[src/hw/rtl/rme_pkg.sv]
package rme_pkg;

  localparam int EntryW      = 16;
  localparam int AngleW      = 16;
  localparam int ThrW        = 15;
  localparam int CordicSteps = 16;
  localparam int SumW        = 2 * (EntryW + 1) - 2;
  localparam int SqrtSteps   = SumW / 2;
  localparam int SyW         = EntryW + 1;
  localparam int OpW         = EntryW + 1;
  localparam int XyW         = OpW + 15;
  localparam int ZW          = 34;
  localparam int AngleLimit  = 25736;
  localparam int CordicLat   = CordicSteps + 2;
  localparam int Latency     = 2 + SqrtSteps + CordicLat;

  localparam logic [2:0] AddrThreshold = 3'd0;

  typedef struct packed {
    logic signed [EntryW-1:0] m00;
    logic signed [EntryW-1:0] m10;
    logic signed [EntryW-1:0] m11;
    logic signed [EntryW-1:0] m12;
    logic signed [EntryW-1:0] m20;
    logic signed [EntryW-1:0] m21;
    logic signed [EntryW-1:0] m22;
  } mat_t;

  // atan(2^-i) in Q30 radians, rounded to nearest
  function automatic logic signed [ZW-1:0] ang_q30(input int i);
    logic signed [ZW-1:0] a;
    case (i)
      0:  a = ZW'(843314857);
      1:  a = ZW'(497837829);
      2:  a = ZW'(263043837);
      3:  a = ZW'(133525159);
      4:  a = ZW'(67021687);
      5:  a = ZW'(33543516);
      6:  a = ZW'(16775851);
      7:  a = ZW'(8388437);
      8:  a = ZW'(4194283);
      9:  a = ZW'(2097149);
      10: a = ZW'(1048576);
      default: begin
        if (i <= 30) a = ZW'(64'sd1 <<< (30 - i));
        else a = '0;
      end
    endcase
    return a;
  endfunction

endpackage

[src/hw/rtl/rme_sqrt.sv]
module rme_sqrt import rme_pkg::*; (
  input  logic           clk_i,
  input  logic           rst_ni,
  input  logic           valid_i,
  input  mat_t           mat_i,
  output logic           valid_o,
  output mat_t           mat_o,
  output logic [SyW-1:0] sy_o
);

  logic [SumW-1:0] rem_q [SqrtSteps+1];
  logic [SumW:0]   res_q [SqrtSteps+1];
  mat_t            mat_q [SqrtSteps+1];
  logic            vld_q [SqrtSteps+1];

  logic [OpW-1:0]     abs_a, abs_b;
  logic [2*OpW-1:0]   sq_a, sq_b;
  logic [SumW-1:0]    sum_d;

  always_comb begin
    abs_a = mat_i.m00[EntryW-1] ? OpW'(-{mat_i.m00[EntryW-1], mat_i.m00})
                                : OpW'({1'b0, mat_i.m00});
    abs_b = mat_i.m10[EntryW-1] ? OpW'(-{mat_i.m10[EntryW-1], mat_i.m10})
                                : OpW'({1'b0, mat_i.m10});
    sq_a  = {{OpW{1'b0}}, abs_a} * {{OpW{1'b0}}, abs_a};
    sq_b  = {{OpW{1'b0}}, abs_b} * {{OpW{1'b0}}, abs_b};
    sum_d = sq_a[SumW-1:0] + sq_b[SumW-1:0];
  end

  always_ff @(posedge clk_i or negedge rst_ni) begin
    if (!rst_ni) begin
      vld_q[0] <= 1'b0;
    end else begin
      vld_q[0] <= valid_i;
    end
  end

  always_ff @(posedge clk_i) begin
    rem_q[0] <= sum_d;
    res_q[0] <= '0;
    mat_q[0] <= mat_i;
  end

  // one result bit per stage, restoring
  for (genvar k = 0; k < SqrtSteps; k++) begin : g_step
    localparam logic [SumW:0] Bit = (SumW+1)'(1) << (2 * (SqrtSteps - 1 - k));
    logic [SumW:0]   trial;
    logic [SumW-1:0] rem_d;
    logic [SumW:0]   res_d;

    always_comb begin
      trial = res_q[k] + Bit;
      if ({1'b0, rem_q[k]} >= trial) begin
        rem_d = rem_q[k] - trial[SumW-1:0];
        res_d = (res_q[k] >> 1) + Bit;
      end else begin
        rem_d = rem_q[k];
        res_d = res_q[k] >> 1;
      end
    end

    always_ff @(posedge clk_i or negedge rst_ni) begin
      if (!rst_ni) begin
        vld_q[k+1] <= 1'b0;
      end else begin
        vld_q[k+1] <= vld_q[k];
      end
    end

    always_ff @(posedge clk_i) begin
      rem_q[k+1] <= rem_d;
      res_q[k+1] <= res_d;
      mat_q[k+1] <= mat_q[k];
    end
  end

  assign valid_o = vld_q[SqrtSteps];
  assign mat_o   = mat_q[SqrtSteps];
  assign sy_o    = res_q[SqrtSteps][SyW-1:0];

endmodule

[config.mk]
export PLATFORM = sky130hd
export DESIGN_NAME = rme_sqrt
export DESIGN_NICKNAME = d
export VERILOG_FILES = /design/src/hw/rtl/rme_pkg.sv /design/src/hw/rtl/rme_sqrt.sv
export SDC_FILE = /design/constraint.sdc
export NUM_CORES = 2
export LEC_CHECK = 0
export ABC_AREA = 0
export BUFFER_PORTS_ARGS = -buffer_cell sky130_fd_sc_hd__buf_2
export CAP_MARGIN = 30
export CORE_MARGIN = 5
export CORE_UTILIZATION = 60
export DETAILED_ROUTE_END_ITERATION = 8
export PLACE_DENSITY = 0.86
export SLEW_MARGIN = 20
export SYNTH_ARGS = -nofsm -noshare
export SYNTH_HDL_FRONTEND = slang
export SYNTH_SLANG_ARGS = --single-unit
[constraint.sdc]
create_clock -name clk_i -period 3.9 [get_ports clk_i]
set_clock_uncertainty 0.1 [all_clocks]
set_input_delay 0.195 -clock clk_i [delete_from_list [all_inputs] [get_ports clk_i]]
set_output_delay 0.195 -clock clk_i [all_outputs]
set_load 0.005 [all_outputs]
==> results.tsv <==
stage	metric	value	unit
outcome	status	finished with violations	
outcome	violations	setup timing	
synthesis	synthXorXnorAreaFrac	0.0286	
synthesis	synthMostInstantiatedCell	dfxtp_1	
critical_path	crit_required	4.49	ns
timing	final-setup-viol-count	28	
worst_hold_path	hold_path_class	in -> reg	
critical_path	cp.arrival	9.37	ns
synthesis	syn_area	79000	sq um
synthesis	synth_area_leaders	dfxtp_1 65%, fa_1 11%, ha_1 5.2%	
clocking	cts-root-buf	clkbuf_16	
timing	holdWs	0.0687	ns
detailed_routing	via_count	45000	
detailed_routing	antenna_left	0	
timing	finalCritPeriodShare	2.25	
detailed_routing	drt_iter0_drc	3174	
synthesis	muxShareOfSynthArea	0.00605	
clocking	cts_sinks	2569	
synthesis	synth_simple_gate_area_frac	0.0581	
critical_path	ff2ff_path_depth	11	
global_route	antenna_found_initial	4	
timing	slew_violations	0	
die	io_pins	245	
synthesis	synth.top_cell.area_share	0.647	
detailed_routing	viasPerCell	5.02	
timing	max_slew_margin	0.437	
die	placementRows	133	
timing	hold_viol_final	0	
clocking	cts_tree	yes	
detailed_routing	dr.pass1.iters	6	
flow_run	drv_cap	0	
critical_path	cpPeakStageDelay	0.72	ns
synthesis	synth_common_cells	2,552 x dfxtp_1, 827 x inv_1, 447 x fa_1	
timing	fin_ws	-4.88	ns
synthesis	synthArstFlopShare	0.00662	
layout	final_area	96800	sq um
synthesis	ys_ff_latch	2569	
timing	finalCriticalPeriod	8.78	ns
timing	worst_pin_slew	0.833	ns
detailed_routing	wl_per_cell	19.3	um
die	die_h	373	um
synthesis	synth_cell_types	78	
global_route	gr-total-overflow	0	
global_route	grt_pass1_wl	268	mm
layout	area_growth	22.6	%
place	numPortBuffers	243	
synthesis	synth_ff_type	dfxtp_1	
die	die_x	373	um
clocking	insertion_delay	0.84	ns
synthesis	yosys.area.top_type	dfxtp_1	
synthesis	synth_top_family_by_area	adder cells	
clocking	clk_path_buf_depth	3	
detailed_routing	finalWirelength	173	mm
place	gp_congestion	0.936	
layout	layout-drive-gt1-share	0.192	
place	place_area	85000	sq um
worst_hold_path	hold_depth	2	
die	die_area	139000	sq um
synthesis	synth_compound_area_frac	0.0365	
clocking	cts_buffers	218	
place	post-dp-hpwl	98.1	mm
critical_path	critical_path_depth	29	
synthesis	ys_seq_area_frac	0.652	
critical_path	end_kind	flip-flop	
global_route	track_usage	0.243	
timing	fin_tns_setup	-101.63	ns
critical_path	slowest_stage	fa_2	
critical_path	crit_family	adder cells	
critical_path	critical_path_buf_inv_count	6	
clocking	htree_levels	4	
layout	fin_nets	7905	
global_route	grt_pass1_vias	50100	
synthesis	synthCells	6031	
detailed_routing	remaining_drc_errors	0	
timing	rsz0062_at_grt	yes	
die	core	131000	sq um
timing	max_freq	114	MHz
global_route	grt_start_max_net_pins	29	
synthesis	ys_warn_count	0	
critical_path	cp_max_fo	3	
synthesis	synth.avg_cell_area	13.1	sq um
die	initial_utilization	0.602	
critical_path	cp-start-kind	primary input	
layout	nFillCells	7433	
critical_path	critPathKind	in -> reg	
synthesis	synth_fa_ha_area_frac	0.165	
clocking	cts.clk_slew.worst_paths	0.06	ns
synthesis	synth-edff-count	0	
## kinds of logic (layout without fill, tap and decap cells)
family,Yosys count,count (layout)
simple gates,931,931
buf+inv,1005,2102
compound gates,449,449
mux,43,43
xor+xnor,256,256
other cells,2,80
flops,2569,2569
fa+ha+maj,776,776
## placed cells by master (no fill, tap or decap), types with 197 or more instances in the layout
cell type         n
buf_2           240
clkbuf_16       219
dlygate4sd3_1   197
nand2_1         247
inv_1           768
buf_4           347
dfxtp_1        2552
ha_1            277
fa_1            421
nor2_1          216
## final timing paths
check | start | end | slack (ns)
hold / removal | mat_i[94] | mat_q[0][94] | 0.07
setup reg to reg | res_q[0][342] | rem_q[0][363] | 0.45
setup / recovery | mat_i[84] | rem_q[0][29] | -4.88
max in group asynchronous | rst_ni | vld_q[1] | 2.74
hold reg to reg | mat_q[0][534] | mat_q[0][646] | 0.15
min in group asynchronous | rst_ni | vld_q[12] | 0.46
## flip-flops by register name, summed over array words and instances, names as in the netlist
signal	count
vld_q	16
res_q	136
valid_o	1
mat_q	1904
rem_q	512
## area by class of cell
class                   count  area, sq um  area share
repair buffers            853         6660      0.0688
clock inverters           102         1550      0.0160
well taps                1755         2200      0.0227
flip-flops and latches   2569        51500       0.532
multi-input cells        2533        25300       0.261
inverters                 839         3210      0.0331
diodes                      2         5.00   0.0000517
clock buffers             308         6370      0.0658
## timing repair
action | 4_1_cts | 5_1_grt
hold buffers | 197 | 0
resized for setup | 193 | 125
hold endpoints to repair | 132 | 0
pin swaps | 139 | 113
endpoints found under the setup margin | 28 | 28
setup buffers | 48 | 25
## metal layers
| layer | vias to the layer above | wire length (um) | GRT usage |
|---|---|---|---|
| met1 | 21900 | 60700 | 0.260 |
| met3 | 689 | 10500 | 0.0492 |
| met2 | 1631 | 91700 | 0.457 |
| met5 | - | 0 | 0 |
| met4 | 0 | 10500 | 0.118 |
| li1 | 20800 | - | - |
## per-stage QoR
step                      setup slack [ns]  std cells   util
after global routing                 -5.01       8959  0.738
final                                -4.88       8961  0.738
after detailed placement             -5.28       8283  0.648
after CTS                            -4.36       8935  0.733
after floorplan                      -4.71       6107      -
after global placement               -5.14       8282  0.648
Power is not shown: default switching activity piles up to over one toggle a cycle in this logic, so the estimate is an artifact.
