==> config.mk <==
export PLATFORM = sky130hd
export DESIGN_NAME = rme_cordic
export DESIGN_NICKNAME = d
export VERILOG_FILES = /design/src/hw/rtl/rme_pkg.sv /design/src/hw/rtl/rme_cordic.sv
export SDC_FILE = /design/constraint.sdc
export NUM_CORES = 2
export LEC_CHECK = 0
export ABC_CLOCK_PERIOD_IN_PS = 5380
export BUFFER_PORTS_ARGS = -buffer_cell sky130_fd_sc_hd__buf_2
export CAP_MARGIN = 10
export CORE_ASPECT_RATIO = 0.5
export CORE_MARGIN = 5
export CORE_UTILIZATION = 45
export CTS_BUF_LIST = sky130_fd_sc_hd__clkbuf_2 sky130_fd_sc_hd__clkbuf_4 sky130_fd_sc_hd__clkbuf_8
export CTS_CLUSTER_DIAMETER = 40
export DETAILED_ROUTE_END_ITERATION = 16
export GPL_ROUTABILITY_DRIVEN = 0
export PLACE_DENSITY = 0.57
export SYNTH_ARGS = -nofsm -noshare
export SYNTH_HDL_FRONTEND = slang
export SYNTH_SLANG_ARGS = --single-unit
==> constraint.sdc <==
create_clock -name clk_i -period 5.38 [get_ports clk_i]
set_input_delay 0.269 -clock clk_i [delete_from_list [all_inputs] [get_ports clk_i]]
set_output_delay 0.269 -clock clk_i [all_outputs]
set_load 0.02 [all_outputs]
==> src/hw/rtl/rme_pkg.sv <==
package rme_pkg;

  localparam int EntryW      = 16;
  localparam int AngleW      = 16;
  localparam int ThrW        = 15;
  localparam int CordicSteps = 16;
  localparam int SumW        = 2 * (EntryW + 1) - 2;
  localparam int SqrtSteps   = SumW / 2;
  localparam int SyW         = EntryW + 1;
  localparam int OpW         = EntryW + 1;
  localparam int XyW         = OpW + 15;
  localparam int ZW          = 34;
  localparam int AngleLimit  = 25736;
  localparam int CordicLat   = CordicSteps + 2;
  localparam int Latency     = 2 + SqrtSteps + CordicLat;

  localparam logic [2:0] AddrThreshold = 3'd0;

  typedef struct packed {
    logic signed [EntryW-1:0] m00;
    logic signed [EntryW-1:0] m10;
    logic signed [EntryW-1:0] m11;
    logic signed [EntryW-1:0] m12;
    logic signed [EntryW-1:0] m20;
    logic signed [EntryW-1:0] m21;
    logic signed [EntryW-1:0] m22;
  } mat_t;

  // atan(2^-i) in Q30 radians, rounded to nearest
  function automatic logic signed [ZW-1:0] ang_q30(input int i);
    logic signed [ZW-1:0] a;
    case (i)
      0:  a = ZW'(843314857);
      1:  a = ZW'(497837829);
      2:  a = ZW'(263043837);
      3:  a = ZW'(133525159);
      4:  a = ZW'(67021687);
      5:  a = ZW'(33543516);
      6:  a = ZW'(16775851);
      7:  a = ZW'(8388437);
      8:  a = ZW'(4194283);
      9:  a = ZW'(2097149);
      10: a = ZW'(1048576);
      default: begin
        if (i <= 30) a = ZW'(64'sd1 <<< (30 - i));
        else a = '0;
      end
    endcase
    return a;
  endfunction

endpackage

==> src/hw/rtl/rme_cordic.sv <==
module rme_cordic import rme_pkg::*; (
  input  logic                     clk_i,
  input  logic                     rst_ni,
  input  logic                     valid_i,
  input  logic signed [OpW-1:0]    y_i,
  input  logic signed [OpW-1:0]    x_i,
  output logic                     valid_o,
  output logic signed [AngleW-1:0] angle_o
);

  logic signed [XyW-1:0] x_q [CordicSteps+1];
  logic signed [XyW-1:0] y_q [CordicSteps+1];
  logic signed [ZW-1:0]  z_q [CordicSteps+1];
  logic                  zero_q [CordicSteps+1];
  logic                  vld_q [CordicSteps+1];

  logic signed [XyW-1:0] xs, ys, x0_d, y0_d;
  logic signed [ZW-1:0]  z0_d;

  // scale by 4096, fold left half plane into the right
  always_comb begin
    xs = {{(XyW-OpW-12){x_i[OpW-1]}}, x_i, 12'b0};
    ys = {{(XyW-OpW-12){y_i[OpW-1]}}, y_i, 12'b0};
    x0_d = xs;
    y0_d = ys;
    z0_d = '0;
    if (xs < 0) begin
      if (ys >= 0) begin
        x0_d = ys;
        y0_d = -xs;
        z0_d = ang_q30(0) <<< 1;
      end else begin
        x0_d = -ys;
        y0_d = xs;
        z0_d = -(ang_q30(0) <<< 1);
      end
    end
  end

  always_ff @(posedge clk_i or negedge rst_ni) begin
    if (!rst_ni) begin
      vld_q[0] <= 1'b0;
    end else begin
      vld_q[0] <= valid_i;
    end
  end

  always_ff @(posedge clk_i) begin
    x_q[0]    <= x0_d;
    y_q[0]    <= y0_d;
    z_q[0]    <= z0_d;
    zero_q[0] <= (x_i == '0) && (y_i == '0);
  end

  for (genvar i = 0; i < CordicSteps; i++) begin : g_iter
    localparam logic signed [ZW-1:0] Ang = ang_q30(i);
    logic signed [XyW-1:0] x_d, y_d;
    logic signed [ZW-1:0]  z_d;

    always_comb begin
      if (y_q[i] >= 0) begin
        x_d = x_q[i] + (y_q[i] >>> i);
        y_d = y_q[i] - (x_q[i] >>> i);
        z_d = z_q[i] + Ang;
      end else begin
        x_d = x_q[i] - (y_q[i] >>> i);
        y_d = y_q[i] + (x_q[i] >>> i);
        z_d = z_q[i] - Ang;
      end
    end

    always_ff @(posedge clk_i or negedge rst_ni) begin
      if (!rst_ni) begin
        vld_q[i+1] <= 1'b0;
      end else begin
        vld_q[i+1] <= vld_q[i];
      end
    end

    always_ff @(posedge clk_i) begin
      x_q[i+1]    <= x_d;
      y_q[i+1]    <= y_d;
      z_q[i+1]    <= z_d;
      zero_q[i+1] <= zero_q[i];
    end
  end

  logic signed [ZW-1:0]     z_rnd;
  logic signed [ZW-18:0]    r;
  logic signed [AngleW-1:0] angle_d;
  logic                     vld_out_q;

  // Q30 to Q13, round half up, clamp to +-pi; a zero input vector gives zero
  always_comb begin
    z_rnd = z_q[CordicSteps] + ZW'(65536);
    r     = z_rnd[ZW-1:17];
    if (zero_q[CordicSteps]) angle_d = '0;
    else if (r > (ZW-17)'(AngleLimit)) angle_d = AngleW'(AngleLimit);
    else if (r < -(ZW-17)'(AngleLimit)) angle_d = -AngleW'(AngleLimit);
    else angle_d = r[AngleW-1:0];
  end

  always_ff @(posedge clk_i or negedge rst_ni) begin
    if (!rst_ni) begin
      vld_out_q <= 1'b0;
    end else begin
      vld_out_q <= vld_q[CordicSteps];
    end
  end

  always_ff @(posedge clk_i) begin
    angle_o <= angle_d;
  end

  assign valid_o = vld_out_q;

endmodule

==> results.ini <==
[timing]
finalCriticalPeriod_ps=5192
slew_violations=0
clock.fmax_ghz=0.1926
fin_crit_sh_pct=96.50
tightestPinTransition_ps=909.5
clock_skew_ps=42.02
slew_headroom_pct=38.60
finalHoldViolCount=0
grt_setup_unrepaired=false
finalSetupViolCount=0
timing.setup.tns_ps=0

[grt]
grt_pass1_vias=71610
grt_use_total_pct=19.42
grt_pass1_wl_um=356600
antenna_found_initial=1
grt_max_degree=94
grt-ovfl-total=0

[synth]
synth.area.top_cells=dfxtp_1 (28%), ha_1 (15%), xnor2_1 (10%)
synth_compound_area_share_pct=21.51
ys_seq_elements=1320
async_flop_share_pct=1.364
synth.avg_cell_area_um2=8.530
yosys.cell_types.count=106
seq_area_frac_synth_pct=28.50
synthMuxAreaShare_pct=0.2810
synth_top_cell_by_area=dfxtp_1
synth_area_um2=93050
synth_top_area_share_pct=28.01
yosys.area_share.adder_pct=16.25
synthSimpleGateAreaFrac_pct=15.17
ys.flop_type=dfxtp_1
ys_warn_count=0
synthCells=10910
synthXorXnorAreaFrac_pct=15.30
synth_edf_count=0
synth_top_family_by_area=compound AO/OA/AOI/OAI gates

[placement]
io_buffers=53
hpwl_um=172600

[drt]
vias=73820
drt-initial-drc-count=3656
drc=0
antenna_left=0
wire_per_inst_um=15.38
wl_um=216800
drtPass1Iterations=6
drt-vias-per-instance=5.236

[clock_tree]
clkSlewWorstSetupHoldPaths_ps=70
clockBufferDepth=4
cts_max_level=4
cts.sinks=1320
cts_inserted_buffers=216
clockRootBuffer=clkbuf_8
clk_latency_ps=940
cts_tree=yes
cts_setup_buffers=0

[finish]
multiInputGateArea_um2=64080
fillerInstances=19900
syn_to_final_growth_pct=9.929
fin_nets=12390
layout_commonest_cell=dfxtp_1
regArea_um2=26530
mostFrequentLayoutCells=dfxtp_1 (1288), ha_1 (1149), xnor2_1 (1070)
drive_above_1_share_pct=5.849

[setup_path]
reg2reg_from=x_q[0][264]
crit_chain=or3_1, or3b_2, or3b_2, or3_1, or3_4, nand2_1, xor2_1, ha_1, and3_1, a221o_1, a31o_2, a311o_1, a2111o_1, a2111o_1, o211ai_1
r2r_cells=15
r2r-end=y_q[0][319]
max_stage_delay_ps=520
critPathLaunchType=flop
cp.required_ps=6240
critPathSlowestCell=or3b_2
path_max_fanout=4
path_class=reg -> reg
r2r_slack_ps=190
cp.buffers_inverters=0
critPathTopFamily=simple AND/OR/NAND/NOR gates
crit_arrival_ps=6050
worstSetupEndpointType=flop

[floorplan]
std_cell_rows=118
start_util_pct=45.11
dieWidth_um=653.1
coreArea_um2=206300
die-area_um2=216500
io_pins=54
fp.dieH_um=331.5

[hold_path]
whs_endpoint=y_q[0][23]
min_path_type=in -> reg
holdPathStages=3
worstHoldStart=y_i[11]

[run_status]
outcome=finished clean

[job]
drv_cap=0

## stage by stage
step	setup WS, ps	std cells	utilization [%]	instance area [µm²]	hold WS [ps]
floorplan	469.0	10990	-	93350	-26.59
global placement	211.6	13630	46.86	96660	207.9
detailed placement	183.4	13630	46.86	96660	216.5
CTS	146.1	14100	49.58	102300	69.54
global route	3.811	14100	49.59	102300	129.0
finish	188.2	14100	49.59	102300	185.9
## worst max path at each step
stage | startpoint | endpoint | slack, ps | cells past startpoint
after CTS | y_q[0][204] | x_q[0][255] | 150 | 20
after detailed placement | y_q[0][204] | x_q[0][255] | 180 | 20
after global placement | y_q[0][204] | x_q[0][255] | 210 | 20
final | x_q[0][264] | y_q[0][319] | 190 | 15
after global routing | x_q[0][434] | y_q[0][478] | 4 | 18
after floorplan | y_q[0][63] | y_q[0][95] | 470 | 20
## kinds of logic after synthesis
family / Yosys count
other: 1
XOR/XNOR: 1625
adder cells (fa/ha/maj): 1193
AO/OA/AOI/OAI: 3151
multiplexers: 26
flip-flops: 1320
buffers and inverters: 734
AND/OR/NAND/NOR: 2858
## Yosys cell counts (73+ instances only)
master	number
o21bai_1	139
nor3_1	211
o41ai_1	78
xnor2_1	1070
a31oi_1	85
clkbuf_1	183
xor2_1	555
ha_1	1149
nor2b_1	157
a21oi_1	923
or3_1	151
nor2_1	829
o31ai_1	179
and3_1	73
o21ai_0	723
o21a_1	142
a21o_1	398
dfxtp_1	1302
inv_1	492
nand2_1	647
nand2b_1	190
or4_1	91
nand3_1	163
## worst reg2reg max path, stage by stage (launching register included)
cell and delay, ps:
dfxtp_1 340, or3_1 400, or3b_2 510, or3b_2 520
or3_1 390, or3_4 370, nand2_1 90, xor2_1 150
ha_1 290, and3_1 210, a221o_1 380, a31o_2 250
a311o_1 380, a2111o_1 400, a2111o_1 370, o211ai_1 80
## state kept, by name (all words and copies together), names as in the netlist
name     cells
x_q        414
vld_q       17
z_q        431
y_q        424
valid_o      1
zero_q      17
angle_o     16
## repair_timing
action	in CTS	in global routing
endpoints found under the hold margin	60	0
endpoints found under the setup margin	0	3
hold buffers	90	0
gates resized for setup	0	6
## layout make-up
class,count,share of cell area [%]
clock inverters,49,0.5138
diodes,2,0.004893
multi-input cells,8934,62.65
well taps,2760,3.376
repair buffers,206,1.627
clock buffers,331,4.075
inverters,495,1.817
flip-flops and latches,1320,25.94
## per-layer routing
metal	part of all wire (%)	global-route usage, %	wire (µm)	vias to the layer above
li1	-	-	-	39530
met3	2.7	2.456	5921	474
met1	47	24.37	100900	32780
met4	4.3	7.760	9334	0
met5	0	0	0	-
met2	46	33.74	100600	1035
Power is left out: the tool's default activity adds up to more than one toggle a clock period on the data nets, which glitch-free logic cannot reach.
